## src/rtl/core/mspg_pkg.sv

```systemverilog
// Shared types and constants for the multichannel servo pulse generator.
package mspg_pkg;

  localparam int unsigned PULSE_W   = 15;
  localparam int unsigned COUNT_W   = 8;
  localparam int unsigned SLOT_W    = 4;
  localparam int unsigned CFG_IDX_W = 2;

  // configuration register indexes
  typedef enum logic [CFG_IDX_W-1:0] {
    CFG_MIN_PULSE  = 2'd0,
    CFG_MAX_PULSE  = 2'd1,
    CFG_FRAME_SYNC = 2'd2,
    CFG_ACTIVE     = 2'd3
  } cfg_idx_t;

  // item actions
  localparam logic ACT_TICK  = 1'b0;
  localparam logic ACT_WRITE = 1'b1;

  localparam logic [PULSE_W-1:0] MIN_PULSE_RST  = 15'd750;
  localparam logic [PULSE_W-1:0] MAX_PULSE_RST  = 15'd2250;
  localparam logic [COUNT_W-1:0] FRAME_SYNC_RST = 8'd62;
  localparam logic [7:0]         ACTIVE_RST     = 8'd1;

  // values a channel entry holds until first written
  localparam logic [COUNT_W-1:0] COUNT_RST   = 8'd11;
  localparam logic [COUNT_W-1:0] PRELOAD_RST = 8'd87;

  localparam logic [3:0] PULSE_BIAS = 4'd8;

  // one channel entry in the timing memory
  typedef struct packed {
    logic [COUNT_W-1:0] count;
    logic [COUNT_W-1:0] preload;
  } slot_entry_t;

  // result word
  typedef struct packed {
    logic              pin_level;
    logic [SLOT_W-1:0] current_slot;
  } result_t;

endpackage

```

## src/rtl/core/multichannel_servo_pulse_generator_top.sv

```systemverilog
// Servo pulse sequencer: timing memory, slot timer and buffered result port.
// A result word is registered in the output register, or in the skid word while the output stalls.
// Throughput: one word per cycle while in_ready is high; the slot entry is prefetched from the
//   one-port-read timing memory, and a write just made to the live entry is forwarded.
// Output register plus one skid word, so input keeps flowing for one stalled word; in the
//   cycle the skid word moves to the output register, input is held.
// Reset (rst, synchronous, active high) restores registers and slot state; channel
//   entries read as count 11 / preload 87 until written (per-entry valid bits, no sweep).
module multichannel_servo_pulse_generator_top
  import mspg_pkg::*;
#(
  parameter int unsigned CHANNELS = 8
) (
  input  logic                 clk,
  input  logic                 rst,
  // input word
  input  logic                 in_valid,
  output logic                 in_ready,
  input  logic                 action,
  input  logic [3:0]           channel,
  input  logic signed [15:0]   pulse_us,
  // result word
  output logic                 out_valid,
  input  logic                 out_ready,
  output logic                 pin_level,
  output logic [SLOT_W-1:0]    current_slot,
  // configuration writes
  input  logic                 cfg_we,
  input  logic [CFG_IDX_W-1:0] cfg_index,
  input  logic [PULSE_W-1:0]   cfg_data
);

  localparam int unsigned AW    = (CHANNELS > 1) ? $clog2(CHANNELS) : 1;
  localparam int unsigned DEPTH = 1 << AW;

  // ---------------- configuration registers ----------------
  logic [PULSE_W-1:0] min_pulse_us;
  logic [PULSE_W-1:0] max_pulse_us;
  logic [COUNT_W-1:0] frame_sync_count;
  logic [7:0]         active_mask;

  always_ff @(posedge clk) begin
    if (rst) begin
      min_pulse_us     <= MIN_PULSE_RST;
      max_pulse_us     <= MAX_PULSE_RST;
      frame_sync_count <= FRAME_SYNC_RST;
      active_mask      <= ACTIVE_RST;
    end else if (cfg_we) begin
      unique case (cfg_idx_t'(cfg_index))
        CFG_MIN_PULSE:  min_pulse_us     <= cfg_data;
        CFG_MAX_PULSE:  max_pulse_us     <= cfg_data;
        CFG_FRAME_SYNC: frame_sync_count <= cfg_data[COUNT_W-1:0];
        CFG_ACTIVE:     active_mask      <= cfg_data[7:0];
        default: ;
      endcase
    end
  end

  // ---------------- handshake ----------------
  logic in_acc;
  logic skid_valid;
  assign in_ready = !skid_valid;
  assign in_acc   = in_valid && in_ready;

  logic is_tick, is_write;
  assign is_tick  = in_acc && (action == ACT_TICK);
  assign is_write = in_acc && (action == ACT_WRITE) && (channel >= 4'd1)
                    && ({28'd0, channel} <= CHANNELS);

  // ---------------- width conversion for a write ----------------
  // clamp (min test first), remove the bias, saturate at zero
  logic signed [16:0] w_in, w_min, w_max, w_clamp, w_biased;
  logic [PULSE_W-1:0] w_u;
  slot_entry_t        wr_entry;
  logic [AW-1:0]      wr_addr;

  always_comb begin
    w_in  = {pulse_us[15], pulse_us};
    w_min = {2'b00, min_pulse_us};
    w_max = {2'b00, max_pulse_us};
    if (w_in < w_min)      w_clamp = w_min;
    else if (w_in > w_max) w_clamp = w_max;
    else                   w_clamp = w_in;
    w_biased = w_clamp - {13'd0, PULSE_BIAS};
    w_u      = w_biased[16] ? '0 : w_biased[PULSE_W-1:0];
    // count = w / 128; preload = 255 - 2*(w mod 128), which is a bit inversion
    wr_entry.count   = w_u[PULSE_W-1:7];
    wr_entry.preload = ~{w_u[6:0], 1'b0};
    wr_addr          = AW'(channel - 4'd1);
  end

  // ---------------- timing memory ----------------
  slot_entry_t     mem [DEPTH];
  logic [DEPTH-1:0] entry_vld;
  slot_entry_t     rd_data;
  logic [AW-1:0]   rd_addr;

  // forwarding of the last write, covers the read-before-write cycle
  logic            fwd_valid;
  logic [AW-1:0]   fwd_addr;
  slot_entry_t     fwd_data;

  logic [SLOT_W-1:0] slot_index;
  assign rd_addr = AW'(slot_index - 4'd1);

  always_ff @(posedge clk) begin
    if (is_write) mem[wr_addr] <= wr_entry;
    rd_data  <= mem[rd_addr];
    fwd_addr <= wr_addr;
    fwd_data <= wr_entry;
  end

  always_ff @(posedge clk) begin
    if (rst) begin
      entry_vld <= '0;
      fwd_valid <= 1'b0;
    end else begin
      fwd_valid <= is_write;
      if (is_write) entry_vld[wr_addr] <= 1'b1;
    end
  end

  slot_entry_t chan_entry;
  always_comb begin
    if (fwd_valid && (fwd_addr == rd_addr)) chan_entry = fwd_data;
    else if (!entry_vld[rd_addr])           chan_entry = '{count: COUNT_RST,
                                                           preload: PRELOAD_RST};
    else                                    chan_entry = rd_data;
  end

  // ---------------- slot timer ----------------
  logic [COUNT_W-1:0] tick_timer, tick_timer_next;
  logic [COUNT_W-1:0] overflow_count, overflow_count_next;
  logic [SLOT_W-1:0]  slot_index_next;
  logic               pin_state, pin_state_next;

  logic [COUNT_W-1:0] slot_cnt, slot_pre;
  logic [COUNT_W:0]   ovf_inc;
  logic [SLOT_W-1:0]  slot_inc;

  always_comb begin
    if (slot_index == '0) begin
      // frame sync slot
      slot_cnt = frame_sync_count;
      slot_pre = '0;
    end else begin
      slot_cnt = chan_entry.count;
      slot_pre = chan_entry.preload;
    end
    ovf_inc  = {1'b0, overflow_count} + 9'd1;
    slot_inc = slot_index + 4'd1;

    tick_timer_next     = tick_timer;
    overflow_count_next = overflow_count;
    slot_index_next     = slot_index;
    pin_state_next      = pin_state;

    if (is_tick) begin
      tick_timer_next = tick_timer + 8'd1;
      if (tick_timer == '1) begin
        // timer wrap
        if (ovf_inc == {1'b0, slot_cnt}) begin
          overflow_count_next = ovf_inc[COUNT_W-1:0];
          tick_timer_next     = slot_pre;
        end else if (ovf_inc > {1'b0, slot_cnt}) begin
          // slot ends: next slot begins, pin set from its active-mask bit (low for frame sync)
          overflow_count_next = '0;
          tick_timer_next     = '0;
          pin_state_next      = 1'b0;
          if ({28'd0, slot_inc} > CHANNELS) begin
            slot_index_next = '0;
          end else begin
            slot_index_next = slot_inc;
            pin_state_next  = active_mask[3'(slot_inc - 4'd1)];
          end
        end else begin
          overflow_count_next = ovf_inc[COUNT_W-1:0];
        end
      end
    end
  end

  always_ff @(posedge clk) begin
    if (rst) begin
      tick_timer     <= '0;
      overflow_count <= '0;
      slot_index     <= '0;
      pin_state      <= 1'b0;
    end else begin
      tick_timer     <= tick_timer_next;
      overflow_count <= overflow_count_next;
      slot_index     <= slot_index_next;
      pin_state      <= pin_state_next;
    end
  end

  // ---------------- result output with skid word ----------------
  result_t res_new, out_word, skid_word;
  assign res_new = '{pin_level: pin_state_next, current_slot: slot_index_next};

  always_ff @(posedge clk) begin
    if (rst) begin
      out_valid  <= 1'b0;
      skid_valid <= 1'b0;
    end else if (!out_valid || out_ready) begin
      if (skid_valid) begin
        out_word   <= skid_word;
        out_valid  <= 1'b1;
        skid_valid <= 1'b0;
      end else begin
        out_word  <= res_new;
        out_valid <= in_acc;
      end
    end else if (in_acc) begin
      skid_word  <= res_new;
      skid_valid <= 1'b1;
    end
  end

  assign pin_level    = out_word.pin_level;
  assign current_slot = out_word.current_slot;

  // ---------------- assertions ----------------
  a_slot_range: assert property (@(posedge clk) disable iff (rst)
    {28'd0, slot_index} <= CHANNELS)
    else $error("slot index beyond channel count");

  a_sync_low: assert property (@(posedge clk) disable iff (rst)
    (slot_index == '0) |-> !pin_state)
    else $error("pin high during frame sync slot");

  a_skid_order: assert property (@(posedge clk) disable iff (rst)
    skid_valid |-> out_valid)
    else $error("skid word held with empty output register");

  a_slot_start: assert property (@(posedge clk) disable iff (rst)
    (slot_index != $past(slot_index)) |-> (tick_timer == '0 && overflow_count == '0))
    else $error("new slot did not start from a cleared timer");

endmodule
```

## config.mk

```make
export PLATFORM = sky130hd
export DESIGN_NAME = multichannel_servo_pulse_generator_top
export DESIGN_NICKNAME = d
export VERILOG_FILES = /design/src/rtl/core/mspg_pkg.sv /design/src/rtl/core/multichannel_servo_pulse_generator_top.sv
export SDC_FILE = /design/constraint.sdc
export NUM_CORES = 1
export LEC_CHECK = 0
export CAP_MARGIN = 20
export CORE_MARGIN = 1
export CORE_UTILIZATION = 45
export CTS_CLUSTER_SIZE = 10
export DETAILED_ROUTE_END_ITERATION = 6
export DONT_BUFFER_PORTS = 1
export GPL_TIMING_DRIVEN = 0
export PLACE_DENSITY = 0.69
export SYNTH_ARGS = -nofsm -noshare
export SYNTH_HDL_FRONTEND = slang
export SYNTH_SLANG_ARGS = --single-unit
```

## constraint.sdc

```tcl
create_clock -name clk -period 5.36 [get_ports clk]
set_input_delay 0.536 -clock clk [delete_from_list [all_inputs] [get_ports clk]]
set_output_delay 0.536 -clock clk [all_outputs]
set_load 0.01 [all_outputs]
```

==> impl_metrics.json <==
{
  "outcome": "finished, final reports clean",
  "fin_util": 0.526,
  "cp-start-kind": "flip-flop",
  "post-place-ws_ns": -1.38,
  "crit_path_max_incr_delay_ns": 0.52,
  "p_leak_nw": 4.35,
  "num_vias": 7558,
  "ff2ff_setup_slack_ns": 0.47,
  "cap_viol_max_count": 0,
  "cts_max_path_buffers": 3,
  "vias_per_cell": 5.74,
  "slew_headroom": 0.313,
  "synth_xor_xnor_area_share": 0.0174,
  "min_period_over_period": 0.912,
  "insertion_delay_ns": 0.56,
  "finalHoldViolCount": 0,
  "die_area_um2": 25100,
  "finClkSkew_ns": 0.0351,
  "finalWeightedCongestion": 0.962,
  "postCtsHoldBufs": 0,
  "synth_edf_count": 130,
  "synth-adder-area-share": 0.0501,
  "grt_use_total": 0.213,
  "critical_path_arrival_ns": 5.20,
  "synthArstFlopShare": 0,
  "clock_sinks": 241,
  "multi_input_area_um2": 4620,
  "grt_pass1_vias": 7388,
  "crit_path_max_fanout": 19,
  "nets": 1065,
  "yosysTopAreaCell": "edfxtp_1",
  "syn-cell-area_um2": 11000,
  "yosysMostFrequentCell": "edfxtp_1",
  "fin_crit_ns": 4.89,
  "slowest_stage": "mux4_2",
  "worstMarginPinSlew_ns": 1.03,
  "synth-seq-cells": 241,
  "synth_area_leaders": "edfxtp_1, dfxtp_1, mux4_2, ha_1, nand2_1",
  "synthFlopType": "edfxtp_1",
  "chipWidth_um": 158,
  "drt-initial-drc-count": 574,
  "dpl_cell_area_um2": 11500,
  "synthTopCellsByCount": "edfxtp_1, dfxtp_1, nand2_1",
  "synth_top_area_frac": 0.355,
  "cts-buffers-inserted": 28,
  "ff2ff_path_depth": 19,
  "area_growth_pct": 13.4,
  "synth_compound_area_frac": 0.118,
  "yosysSeqAreaShare": 0.557,
  "fill_cells": 2082,
  "regArea_um2": 6130,
  "ir_drop_uv": 228,
  "num_io_pins": 50,
  "fp.dieH_um": 158,
  "cts_tree": "done",
  "drtPass1Iterations": 5,
  "min_path_cells": 1,
  "final_layout_size_suffix_gt1_frac": 0.154,
  "cp-end-kind": "flip-flop",
  "avgRoutedWirePerCell_um": 19.7,
  "grt_antenna_before_repair": 0,
  "initial_utilization": 0.464,
  "synth_top_family_by_area": "simple AND/OR/NAND/NOR gates",
  "ys_types": 75,
  "grt_overflow_total": 0,
  "antenna_cells": 0,
  "hold_ws_ns": 0.0586,
  "crit_chain": "clkbuf_8 > inv_1 > ha_1 > clkbuf_4 > mux4_2 > mux2_2 > and2_1 > buf_2 > a22oi_1 > nor2_1 > a21oi_1 > ha_1 > or3_1 > o21ai_0 > a21oi_2 > a21oi_4 > o31a_1 > o22ai_1 > mux2_2",
  "drc": 0,
  "syn_nets": 1021,
  "core.rowCount": 56,
  "grt_max_degree": 16,
  "drtAntennaViolNets": 0,
  "wirelength_mm": 25.9,
  "finalInstanceArea_um2": 12500,
  "avgSynthCellArea_um2": 11.8,
  "hold_class": "in -> reg",
  "grt_pass1_wl_mm": 40.3,
  "root_buffer": "clkbuf_16",
  "syn_inst": 934,
  "yosysWarnings": 0,
  "max_freq_mhz": 204,
  "total_power_mw": 4.07,
  "synth_simple_gate_area_frac": 0.130,
  "core_area_um2": 23700,
  "drv_slew": 0,
  "power.density_cell_area_nw_per_um2": 326,
  "critical_path_class": "reg -> reg",
  "dp_hpwl_mm": 18.9,
  "h-tree-depth": 1,
  "clk_pin_slew_worst_paths_ns": 0.06,
  "io_buffers": 0,
  "worst_slack_ns": 0.470,
  "setup_violations": 0,
  "rsz0062_at_grt": "no",
  "synth.area.mux_share": 0.0944,
  "worst_ep_required_time_ns": 5.67
}
## sequential cells by signal, summed over array words and instances (netlist names), 15 cells and up
register and cells:
mem 120, rd_data 15, max_pulse_us 15, fwd_data 15, min_pulse_us 15
## critical path: cells and delay by family, from the launching register on
kind | cells | cell delay (ns)
multiplexers | 3 | 1.09
AND/OR/NAND/NOR | 3 | 0.59
adder cells (fa/ha/maj) | 2 | 0.55
AO/OA/AOI/OAI | 7 | 1.16
buffers and inverters | 4 | 0.79
flip-flops | 1 | 0.43
## timing repair
action / CTS / global route
setup endpoints to repair: 31 / 29
pin swaps: 0 / 3
gates cloned: 0 / 1
buffers inserted: 0 / 2
resized for setup: 10 / 8
## final timing paths
path                                      from              end
worst max-delay path             slot_index[0]  current_slot[2]
worst min-delay path                channel[0]      fwd_addr[0]
worst max register to register   slot_index[0]  current_slot[2]
worst min register to register  active_mask[2]   active_mask[2]
## where the power goes
part	switching [mW]	total (mW)	internal [mW]	leakage, nW
registers	0.0250	2.05	2.02	2.08
logic	0.203	0.312	0.109	1.89
clock network	0.715	1.71	0.991	0.386
## per-stage QoR
stage / TNS, ns / std cells
final: 0 / 1317
after global routing: 0 / 1317
after CTS: 0 / 1314
after detailed placement: -33.70 / 1265
after global placement: -30.60 / 1253
after floorplan: 0 / 934
## routing by layer
layer,wire length (µm),GRT usage,share of wire
met1,11300,0.280,0.44
met4,617,0.0604,0.024
met3,1670,0.0455,0.064
met2,12400,0.353,0.48
met5,0,0,0
## layout by cell type, fill, tap and decap left out, types with 6 or more instances in the layout
cell         n
buf_6        7
a21oi_1     72
ha_1        44
nand4_1      9
a22oi_1      6
xnor2_1     13
edfxtp_1   130
nand3_1     23
dfxtp_1    110
inv_1       45
mux4_2      34
buf_4       10
and3_1       9
xor2_1       7
o21ai_0     22
nand2_1    106
nor3_1      22
o21a_1       9
nand2b_1     6
clkbuf_1    45
a211o_1     12
nor2b_1      8
o211ai_1     9
nand3b_1     8
mux2_2      21
nor2_1      63
clkbuf_16   28
## final cells by class
| class | count | share of cell area |
|---|---|---|
| tap | 319 | 0.0320 |
| sequential | 241 | 0.491 |
| inverter | 46 | 0.0138 |
| timing repair buffer | 15 | 0.0106 |
| clock inverter | 2 | 0.00301 |
| buffer | 37 | 0.0157 |
| clock buffer | 48 | 0.0630 |
| multi-input combinational | 609 | 0.370 |
## logic make-up after synthesis
| family | count (synthesis) |
|---|---|
| buf+inv | 85 |
| xor+xnor | 21 |
| fa+ha+maj | 44 |
| mux | 58 |
| simple gates | 297 |
| flops | 241 |
| compound gates | 188 |
Power figures use the tool's default switching activity.
